===== config.mk =====
export PLATFORM = sky130hd
export DESIGN_NAME = motor_feedback_tracker
export DESIGN_NICKNAME = d
export VERILOG_FILES = /design/src/design/mft_pkg.sv /design/src/design/motor_feedback_tracker.sv /design/src/design/mft_in_stage.sv /design/src/design/mft_speed_filter.sv /design/src/design/mft_core.sv
export SDC_FILE = /design/constraint.sdc
export NUM_CORES = 2
export LEC_CHECK = 0
export BUFFER_PORTS_ARGS = -buffer_cell sky130_fd_sc_hd__clkbuf_2
export CORE_MARGIN = 2
export CORE_UTILIZATION = 45
export CTS_BUF_LIST = sky130_fd_sc_hd__clkbuf_8 sky130_fd_sc_hd__clkbuf_16
export CTS_CLUSTER_DIAMETER = 80
export CTS_CLUSTER_SIZE = 8
export DETAILED_ROUTE_END_ITERATION = 10
export PLACE_DENSITY = 0.6
export SYNTH_ARGS = -nofsm -noshare
export SYNTH_HDL_FRONTEND = slang
export SYNTH_SLANG_ARGS = --single-unit

===== constraint.sdc =====
create_clock -name clock -period 11 [get_ports clock]
set_input_delay 2.2 -clock clock [delete_from_list [all_inputs] [get_ports clock]]
set_output_delay 2.2 -clock clock [all_outputs]
set_load 0.01 [all_outputs]

===== src/design/mft_pkg.sv =====
// mft_pkg: shared types, codes and constants of the motor feedback tracker
`timescale 1ns / 1ps

package mft_pkg;

   localparam int EncoderCountsDefault = 8192;

   localparam int FuncW     = 2;
   localparam int FrameW    = 56;
   localparam int CsrIndexW = 2;
   localparam int CsrDataW  = 16;
   localparam int AlphaW    = 9;
   localparam int TimeoutW  = 16;
   localparam int FilterW   = 24;
   localparam int RspDataW  = 152;

   localparam logic [FuncW-1:0] FUNC_FRAME = 2'd0;
   localparam logic [FuncW-1:0] FUNC_TICK  = 2'd1;
   localparam logic [FuncW-1:0] FUNC_ZERO  = 2'd2;

   localparam logic [CsrIndexW-1:0] CSR_SPEED_ALPHA = 2'd0;
   localparam logic [CsrIndexW-1:0] CSR_TIMEOUT_MS  = 2'd1;

   localparam logic [AlphaW-1:0]   ALPHA_RESET   = 9'd77;
   localparam logic [TimeoutW-1:0] TIMEOUT_RESET = 16'd100;

   typedef struct packed {
      logic [FuncW-1:0]  func;
      logic [FrameW-1:0] frame_word;
   } item_type;

   typedef struct packed {
      logic [AlphaW-1:0]   speed_alpha;
      logic [TimeoutW-1:0] timeout_ms;
   } cfg_type;

   typedef struct packed {
      logic               online;
      logic [31:0]        frame_count;
      logic signed [31:0] angle_total;
      logic [7:0]         temperature;
      logic signed [15:0] current_raw;
      logic signed [FilterW-1:0] speed_filtered;
      logic signed [15:0] speed_rpm;
      logic [15:0]        angle_raw;
   } status_type;

endpackage


===== src/design/motor_feedback_tracker.sv =====
// motor_feedback_tracker: top level with input stage, update core and result register
// an accepted item is held in the input register, then its status is registered in the result register
// throughput: one item per cycle while no result is stalled, as the running state updates per item
// the input register and result register let the next item in while a result waits
// reset: synchronous active high, clears all tracker state, alpha to 77, timeout to 100
`timescale 1ns / 1ps

module motor_feedback_tracker #(
   parameter int ENCODER_COUNTS = mft_pkg::EncoderCountsDefault
) (
   input  logic                            clock,
   input  logic                            reset,
   input  logic                            req_tvalid,
   output logic                            req_tready,
   input  logic [mft_pkg::FrameW-1:0]      req_tdata,  // frame_word
   input  logic [mft_pkg::FuncW-1:0]       req_tuser,  // func
   output logic                            rsp_tvalid,
   input  logic                            rsp_tready,
   // angle_raw, speed_rpm, speed_filtered, current_raw, temperature,
   // angle_total, frame_count, online, zero fill
   output logic [mft_pkg::RspDataW-1:0]    rsp_tdata,
   input  logic                            csr_valid,
   output logic                            csr_ready,
   input  logic [mft_pkg::CsrIndexW-1:0]   csr_index,
   input  logic [mft_pkg::CsrDataW-1:0]    csr_wdata
);
   import mft_pkg::*;

   localparam int StatW = $bits(status_type);

   item_type   req_item;
   item_type   item;
   logic       item_valid;
   logic       advance;
   cfg_type    cfg_ff;
   status_type stat_cur;
   status_type stat_next;
   logic       rsp_valid_ff;
   status_type rsp_stat_ff;

   assign req_item.func       = req_tuser;
   assign req_item.frame_word = req_tdata;

   assign advance = item_valid && (!rsp_valid_ff || rsp_tready);

   mft_in_stage u_in_stage (
      .clock      (clock),
      .reset      (reset),
      .in_valid   (req_tvalid),
      .in_ready   (req_tready),
      .in_item    (req_item),
      .advance    (advance),
      .item_valid (item_valid),
      .item       (item)
   );

   mft_core #(
      .ENCODER_COUNTS (ENCODER_COUNTS)
   ) u_core (
      .clock     (clock),
      .reset     (reset),
      .advance   (advance),
      .item      (item),
      .cfg       (cfg_ff),
      .stat_cur  (stat_cur),
      .stat_next (stat_next)
   );

   assign csr_ready = 1'b1;

   always_ff @(posedge clock) begin
      if (reset) begin
         cfg_ff.speed_alpha <= ALPHA_RESET;
         cfg_ff.timeout_ms  <= TIMEOUT_RESET;
      end else if (csr_valid) begin
         unique case (csr_index)
            CSR_SPEED_ALPHA: cfg_ff.speed_alpha <= csr_wdata[AlphaW-1:0];
            CSR_TIMEOUT_MS:  cfg_ff.timeout_ms  <= csr_wdata[TimeoutW-1:0];
            default: begin
            end
         endcase
      end
   end

   always_ff @(posedge clock) begin
      if (reset) begin
         rsp_valid_ff <= 1'b0;
      end else if (advance) begin
         rsp_valid_ff <= 1'b1;
      end else if (rsp_tready) begin
         rsp_valid_ff <= 1'b0;
      end
   end

   always_ff @(posedge clock) begin
      if (advance) begin
         rsp_stat_ff <= stat_next;
      end
   end

   assign rsp_tvalid = rsp_valid_ff;
   assign rsp_tdata  = {{(RspDataW - StatW){1'b0}}, rsp_stat_ff};

   a_frame_online: assert property (@(posedge clock) disable iff (reset)
      advance && item.func == FUNC_FRAME |=> rsp_tvalid && rsp_tdata[144])
      else $error("frame item did not raise online");

   a_frame_count: assert property (@(posedge clock) disable iff (reset)
      advance && item.func == FUNC_FRAME
      |=> rsp_tdata[143:112] == $past(stat_cur.frame_count) + 32'd1)
      else $error("frame count did not step by one");

   a_zero_angle: assert property (@(posedge clock) disable iff (reset)
      advance && item.func == FUNC_ZERO |=> rsp_tdata[111:80] == 32'd0)
      else $error("zero command left accumulated angle");

   a_result_slot: assert property (@(posedge clock) disable iff (reset)
      rsp_tvalid && !rsp_tready |=> rsp_tvalid && $stable(rsp_tdata))
      else $error("pending item changed or dropped while stalled");

endmodule


===== src/design/mft_in_stage.sv =====
// mft_in_stage: input register holding one item for the update logic
`timescale 1ns / 1ps

module mft_in_stage (
   input  logic              clock,
   input  logic              reset,
   input  logic              in_valid,
   output logic              in_ready,
   input  mft_pkg::item_type in_item,
   input  logic              advance,
   output logic              item_valid,
   output mft_pkg::item_type item
);
   import mft_pkg::*;

   logic     valid_ff;
   logic     valid_in;
   item_type item_ff;

   assign in_ready   = !valid_ff || advance;
   assign valid_in   = in_ready ? in_valid : valid_ff;
   assign item_valid = valid_ff;
   assign item       = item_ff;

   always_ff @(posedge clock) begin
      if (reset) begin
         valid_ff <= 1'b0;
      end else begin
         valid_ff <= valid_in;
      end
   end

   always_ff @(posedge clock) begin
      if (in_ready && in_valid) begin
         item_ff <= in_item;
      end
   end

endmodule


===== src/design/mft_speed_filter.sv =====
// mft_speed_filter: first-order low-pass step in q.8 with saturation
`timescale 1ns / 1ps

module mft_speed_filter (
   input  logic signed [15:0]                  rpm,
   input  logic signed [mft_pkg::FilterW-1:0]  state,
   input  logic [mft_pkg::AlphaW-1:0]          alpha,
   output logic signed [mft_pkg::FilterW-1:0]  state_next
);
   import mft_pkg::*;

   localparam logic signed [27:0] SatMax = 28'sd8388607;
   localparam logic signed [27:0] SatMin = -28'sd8388608;

   logic signed [24:0] diff;
   logic signed [34:0] prod;
   logic signed [26:0] step;
   logic signed [27:0] sum;

   always_comb begin
      diff = 25'($signed({rpm, 8'd0})) - 25'(state);
      prod = 35'(diff) * 35'($signed({1'b0, alpha}));
      step = prod[34:8];
      sum  = 28'(step) + 28'(state);
      if (sum > SatMax) begin
         state_next = SatMax[FilterW-1:0];
      end else if (sum < SatMin) begin
         state_next = SatMin[FilterW-1:0];
      end else begin
         state_next = sum[FilterW-1:0];
      end
   end

endmodule


===== src/design/mft_core.sv =====
// mft_core: tracker state and its update for one item
`timescale 1ns / 1ps

module mft_core #(
   parameter int ENCODER_COUNTS = mft_pkg::EncoderCountsDefault
) (
   input  logic                clock,
   input  logic                reset,
   input  logic                advance,
   input  mft_pkg::item_type   item,
   input  mft_pkg::cfg_type    cfg,
   output mft_pkg::status_type stat_cur,
   output mft_pkg::status_type stat_next
);
   import mft_pkg::*;

   localparam logic signed [17:0] EncCounts = 18'(ENCODER_COUNTS);
   localparam logic signed [17:0] EncHalf   = 18'(ENCODER_COUNTS / 2);

   status_type stat_ff;
   logic       baseline_ff;
   logic       baseline_in;
   logic [31:0] time_ff;
   logic [31:0] time_in;
   logic [31:0] rx_time_ff;
   logic [31:0] rx_time_in;

   logic [15:0]        ang;
   logic signed [15:0] spd;
   logic signed [15:0] cur;
   logic [15:0]        ang_diff;
   logic signed [17:0] delta_a;
   logic signed [17:0] delta_b;
   logic signed [17:0] delta;
   logic signed [FilterW-1:0] filt_next;
   logic [31:0]        elapsed;

   assign ang = item.frame_word[55:40];
   assign spd = $signed(item.frame_word[39:24]);
   assign cur = $signed(item.frame_word[23:8]);

   mft_speed_filter u_filter (
      .rpm        (spd),
      .state      (stat_ff.speed_filtered),
      .alpha      (cfg.speed_alpha),
      .state_next (filt_next)
   );

   always_comb begin
      ang_diff = ang - stat_ff.angle_raw;
      delta_a  = 18'($signed(ang_diff));
      delta_b  = (delta_a > EncHalf) ? delta_a - EncCounts : delta_a;
      delta    = (delta_b < -EncHalf) ? delta_b + EncCounts : delta_b;
      time_in  = time_ff + 32'd1;
      elapsed  = time_in - rx_time_ff;
   end

   always_comb begin
      stat_next   = stat_ff;
      baseline_in = baseline_ff;
      rx_time_in  = rx_time_ff;
      case (item.func)
         FUNC_FRAME: begin
            if (baseline_ff) begin
               stat_next.angle_total = stat_ff.angle_total + 32'(delta);
            end
            baseline_in              = 1'b1;
            stat_next.angle_raw      = ang;
            stat_next.speed_filtered = filt_next;
            stat_next.speed_rpm      = spd;
            stat_next.current_raw    = cur;
            stat_next.temperature    = item.frame_word[7:0];
            rx_time_in               = time_ff;
            stat_next.frame_count    = stat_ff.frame_count + 32'd1;
            stat_next.online         = 1'b1;
         end
         FUNC_TICK: begin
            if (elapsed > {16'd0, cfg.timeout_ms}) begin
               stat_next.online = 1'b0;
            end
         end
         FUNC_ZERO: begin
            stat_next.angle_total = '0;
         end
         default: begin
         end
      endcase
   end

   assign stat_cur = stat_ff;

   always_ff @(posedge clock) begin
      if (reset) begin
         stat_ff     <= '0;
         baseline_ff <= 1'b0;
         time_ff     <= '0;
         rx_time_ff  <= '0;
      end else if (advance) begin
         stat_ff     <= stat_next;
         baseline_ff <= baseline_in;
         rx_time_ff  <= rx_time_in;
         if (item.func == FUNC_TICK) begin
            time_ff <= time_in;
         end
      end
   end

endmodule


==> report_table.html <==
<table>
<tr><th>Metric</th><th>Value</th></tr>
<tr><th colspan="2">Routing</th></tr>
<tr><td>Number of vias per cell</td><td>5.29</td></tr>
<tr><td>DRC violations left</td><td>0</td></tr>
<tr><td>WL per Instance</td><td>17.6 microns</td></tr>
<tr><td>Initial DRC Count</td><td>1270</td></tr>
<tr><td>Via Count</td><td>24600</td></tr>
<tr><td>Number of optimization iterations in the first detailed-route pass</td><td>5</td></tr>
<tr><td>WL final</td><td>81.5 mm</td></tr>
<tr><td>Post-detailed-route count of antenna-violating nets</td><td>0</td></tr>
<tr><th colspan="2">Setup path</th></tr>
<tr><td>Start of the worst register-to-register path</td><td>u_in_stage.item[24]</td></tr>
<tr><td>Worst setup EP type</td><td>flip-flop</td></tr>
<tr><td>Data arrival time of the worst path</td><td>10.74 ns</td></tr>
<tr><td>Path type of the worst setup path</td><td>reg2reg</td></tr>
<tr><td>Critical Path Fanout Max</td><td>23</td></tr>
<tr><td>Worst R2R End</td><td>u_core.stat_cur[44]</td></tr>
<tr><td>Slowest library cell on the worst path</td><td>sky130_fd_sc_hd__fa_1</td></tr>
<tr><td>Worst path required time</td><td>11.48 ns</td></tr>
<tr><td>Setup crit start kind</td><td>flip-flop</td></tr>
<tr><td>Worst R2R Setup Slack</td><td>0.74 ns</td></tr>
<tr><td>Worst Reg-to-Reg Cells</td><td>39</td></tr>
<tr><td>CP dominant cell by count</td><td>sky130_fd_sc_hd__fa_1</td></tr>
<tr><td>Largest incremental delay on the critical path</td><td>0.54 ns</td></tr>
<tr><th colspan="2">GRT</th></tr>
<tr><td>Number of antenna violations at the first check in global routing</td><td>5</td></tr>
<tr><td>Wire length of the first global-routing pass</td><td>130 mm</td></tr>
<tr><td>Via count of the first global-routing pass</td><td>23900</td></tr>
<tr><td>Maximum number of pins on one net before global-route repair</td><td>77</td></tr>
<tr><td>GRT Residual Overflow</td><td>0</td></tr>
<tr><td>Overall fraction of global-route tracks in use</td><td>0.228</td></tr>
<tr><th colspan="2">STA</th></tr>
<tr><td>Maximum frequency from static timing analysis</td><td>0.0975 GHz</td></tr>
<tr><td>Slew at the pin with the worst max-slew slack</td><td>1.05 ns</td></tr>
<tr><td>Final Critical Period</td><td>10.26 ns</td></tr>
<tr><td>Clock Skews</td><td>0.0311 ns</td></tr>
<tr><td>Fin. Hold Viols</td><td>0</td></tr>
<tr><td>Final count of negative-setup-slack endpoints</td><td>0</td></tr>
<tr><td>Setup TNS</td><td>0 ns</td></tr>
<tr><td>Ratio of final minimum period to clock period</td><td>0.933</td></tr>
<tr><td>Headroom to the max-slew limit</td><td>0.299</td></tr>
<tr><td>RSZ-0062 raised after global routing</td><td>false</td></tr>
<tr><td>Max-slew violations</td><td>0</td></tr>
<tr><th colspan="2">Placed design</th></tr>
<tr><td>Global placer's final weighted congestion</td><td>0.888</td></tr>
<tr><td>Dpl hpwl</td><td>58.4 mm</td></tr>
<tr><td>Port Buffer Count</td><td>227</td></tr>
<tr><th colspan="2">Die</th></tr>
<tr><td>Placeable Area</td><td>0.0687 sq mm</td></tr>
<tr><td>Row count</td><td>96</td></tr>
<tr><td>Starting utilization of the core area</td><td>0.456</td></tr>
<tr><td>Ports</td><td>236</td></tr>
<tr><td>DIE WIDTH</td><td>268 microns</td></tr>
<tr><td>Die ar.</td><td>0.0717 sq mm</td></tr>
<tr><td>Die span in y</td><td>268 microns</td></tr>
<tr><th colspan="2">Worst hold path</th></tr>
<tr><td>Hold Path Stages</td><td>2</td></tr>
<tr><td>Classification of the worst-slack hold path</td><td>reg2reg</td></tr>
<tr><td>Hold wc startpoint</td><td>u_core.stat_cur[68]</td></tr>
<tr><td>Endpoint with the worst hold slack</td><td>u_core.stat_cur[68]</td></tr>
<tr><th colspan="2">Yosys</th></tr>
<tr><td>Top post-synthesis cells by area</td><td>sky130_fd_sc_hd__edfxtp_1 (19%), sky130_fd_sc_hd__dfxtp_1 (15%), sky130_fd_sc_hd__fa_1 (12%)</td></tr>
<tr><td>Area fraction of the dominant cell type after synthesis</td><td>0.195</td></tr>
<tr><td>Syn. warnings</td><td>0</td></tr>
<tr><td>Unique masters post-synth</td><td>91</td></tr>
<tr><td>Seq cells post-synth</td><td>440</td></tr>
<tr><td>Post-Synthesis Cell Area</td><td>0.0313 sq mm</td></tr>
<tr><td>Largest area contributor in the synthesized netlist</td><td>sky130_fd_sc_hd__edfxtp_1</td></tr>
<tr><td>Synthesized area per cell</td><td>9.08 sq um</td></tr>
<tr><td>Count of flip-flops with a built-in enable after synthesis</td><td>203</td></tr>
<tr><td>Dominant register cell in the synthesized netlist</td><td>sky130_fd_sc_hd__dfxtp_1</td></tr>
<tr><td>Register area share after synthesis</td><td>0.346</td></tr>
<tr><td>Fraction of synthesis flops using an asynchronous set or reset pin</td><td>0</td></tr>
<tr><td>Post-Syn Instances</td><td>3449</td></tr>
<tr><th colspan="2">Job</th></tr>
<tr><td>Number of violations of the max-capacitance limit</td><td>0</td></tr>
<tr><th colspan="2">Layout</th></tr>
<tr><td>Fraction of layout instances using a drive strength above 1</td><td>0.123</td></tr>
<tr><td>Ant diodes</td><td>0</td></tr>
<tr><td>Final #Nets</td><td>4152</td></tr>
<tr><td>Layout area overhead</td><td>13.7%</td></tr>
<tr><td>Most frequent standard cell in the layout excluding fill and tap cells</td><td>sky130_fd_sc_hd__nand2_1</td></tr>
<tr><td>Most frequent cells in the layout</td><td>sky130_fd_sc_hd__nand2_1 (542), sky130_fd_sc_hd__inv_1 (387), sky130_fd_sc_hd__a21oi_1 (284)</td></tr>
<tr><th colspan="2">Clock network</th></tr>
<tr><td>Root cell of the clock tree</td><td>sky130_fd_sc_hd__clkbuf_16</td></tr>
<tr><td>TritonCTS clock tree</td><td>built</td></tr>
<tr><td>Depth of the CTS H-tree</td><td>3</td></tr>
<tr><td>Post-CTS clock slew at the launch and capture registers of the worst setup and hold paths</td><td>0.05 ns</td></tr>
<tr><td>Maximum root-to-sink buffer count</td><td>3</td></tr>
<tr><td>Clock sink total</td><td>440</td></tr>
<tr><td>CTS Buf Count</td><td>67</td></tr>
<tr><td># Post-CTS Setup Buffers</td><td>0</td></tr>
<tr><td>Clock latency of the later-clocked register in the worst-skew pair</td><td>0.61 ns</td></tr>
<tr><td>Count of hold buffers inserted by post-cts repair</td><td>0</td></tr>
<tr><th colspan="2">Outcome</th></tr>
<tr><td>Run status</td><td>complete, no violations</td></tr>
</table>
## registers in the layout (all words and copies together) (netlist names)
register,flops
u_core.baseline_ff,1
u_core.stat_cur,145
cfg_ff,25
rsp_tdata,145
u_core.time_ff,32
rsp_tvalid,1
u_core.rx_time_ff,32
u_in_stage.item,58
u_in_stage.item_valid,1
## layer usage
metal	GRT usage	vias to the layer above	wire (microns)
met1	0.305	11900	37000
met5	0	-	48
li1	-	12100	-
met4	0.0649	8	1860
met2	0.369	488	37700
met3	0.0549	122	4920
## worst max path at each step
stage | slack, ns | startpoint | end | cells past startpoint
after floorplan | 1.44 | u_in_stage.item[24] | rsp_tdata[33] | 41
after global placement | 0.59 | u_in_stage.item[24] | rsp_tdata[43] | 39
after detailed placement | 0.46 | u_in_stage.item[24] | rsp_tdata[46] | 39
after CTS | 0.43 | u_in_stage.item[24] | rsp_tdata[43] | 39
after global routing | 0.004 | u_core.stat_cur[40] | u_core.stat_cur[48] | 43
final | 0.74 | u_in_stage.item[24] | u_core.stat_cur[44] | 39
## cell usage after synthesis (all sizes together) (4+ instances only)
| cell | number |
|---|---|
| nor2 | 199 |
| o31ai | 8 |
| nor3 | 54 |
| nand4 | 33 |
| a31oi | 19 |
| mux2 | 45 |
| o211ai | 20 |
| nand2b | 26 |
| ha | 220 |
| inv | 350 |
| a21boi | 8 |
| nor2b | 16 |
| buf | 16 |
| nand3b | 6 |
| and3 | 29 |
| nand3 | 53 |
| a21o | 56 |
| o21ba | 7 |
| a31o | 4 |
| a21oi | 284 |
| o2111ai | 5 |
| a211oi | 13 |
| a22o | 5 |
| nand2 | 543 |
| o31a | 5 |
| clkbuf | 125 |
| a211o | 9 |
| o21a | 15 |
| dfxtp | 237 |
| xnor2 | 124 |
| and2 | 118 |
| nor3b | 5 |
| fa | 187 |
| or3 | 37 |
| a221oi | 21 |
| or2 | 10 |
| xor2 | 106 |
| o21ai | 131 |
| o21bai | 16 |
| a41oi | 4 |
| mux2i | 12 |
| nor4 | 10 |
| edfxtp | 203 |
| a221o | 4 |
## layout make-up
cell class,count,area (sq um)
Multi-Input combinational cell,2524,18700
Clock buffer,72,1770
Timing Repair Buffer,281,1580
Clock inverter,47,272
Sequential cell,440,10800
Inverter,350,1320
Tap cell,931,1160
Fill cell,6514,33100
## stage by stage
step,utilization,cells,area (sq um),hold slack (ns),setup WS [ns]
5_1_grt,0.518,4645,35600,0.465,0.00383
6_report,0.518,4645,35600,0.450,0.742
4_1_cts,0.518,4645,35600,0.452,0.425
2_1_floorplan,-,3455,31300,0.434,1.44
3_5_place_dp,0.488,4526,33500,0.446,0.462
3_3_place_gp,0.488,4526,33500,0.441,0.589
## critical path, delay by kind of cell (launching register included)
kind                       cells  cell delay, ns
AOI/OAI and AO/OA             14            3.15
buffers and inverters          6            0.93
DFF                            1            0.42
and+or+nand+nor                8            1.28
xor gates and xnor gates       3            0.76
adders and majority gates      8            3.61
## kinds of logic after synthesis
| logic type | share of synthesized area |
|---|---|
| other cells | 0.000240 |
| compound gates | 0.130 |
| xor+xnor | 0.0643 |
| simple gates | 0.170 |
| mux | 0.0207 |
| flops | 0.346 |
| fa+ha+maj | 0.207 |
| buf+inv | 0.0610 |
## timing repair
item,CTS,global route
endpoints found under the setup margin,0,46
resized for setup,0,5
hold endpoints to repair,0,0
Power is not shown: default switching activity piles up to over one toggle a cycle in this logic, so the estimate is an artifact.
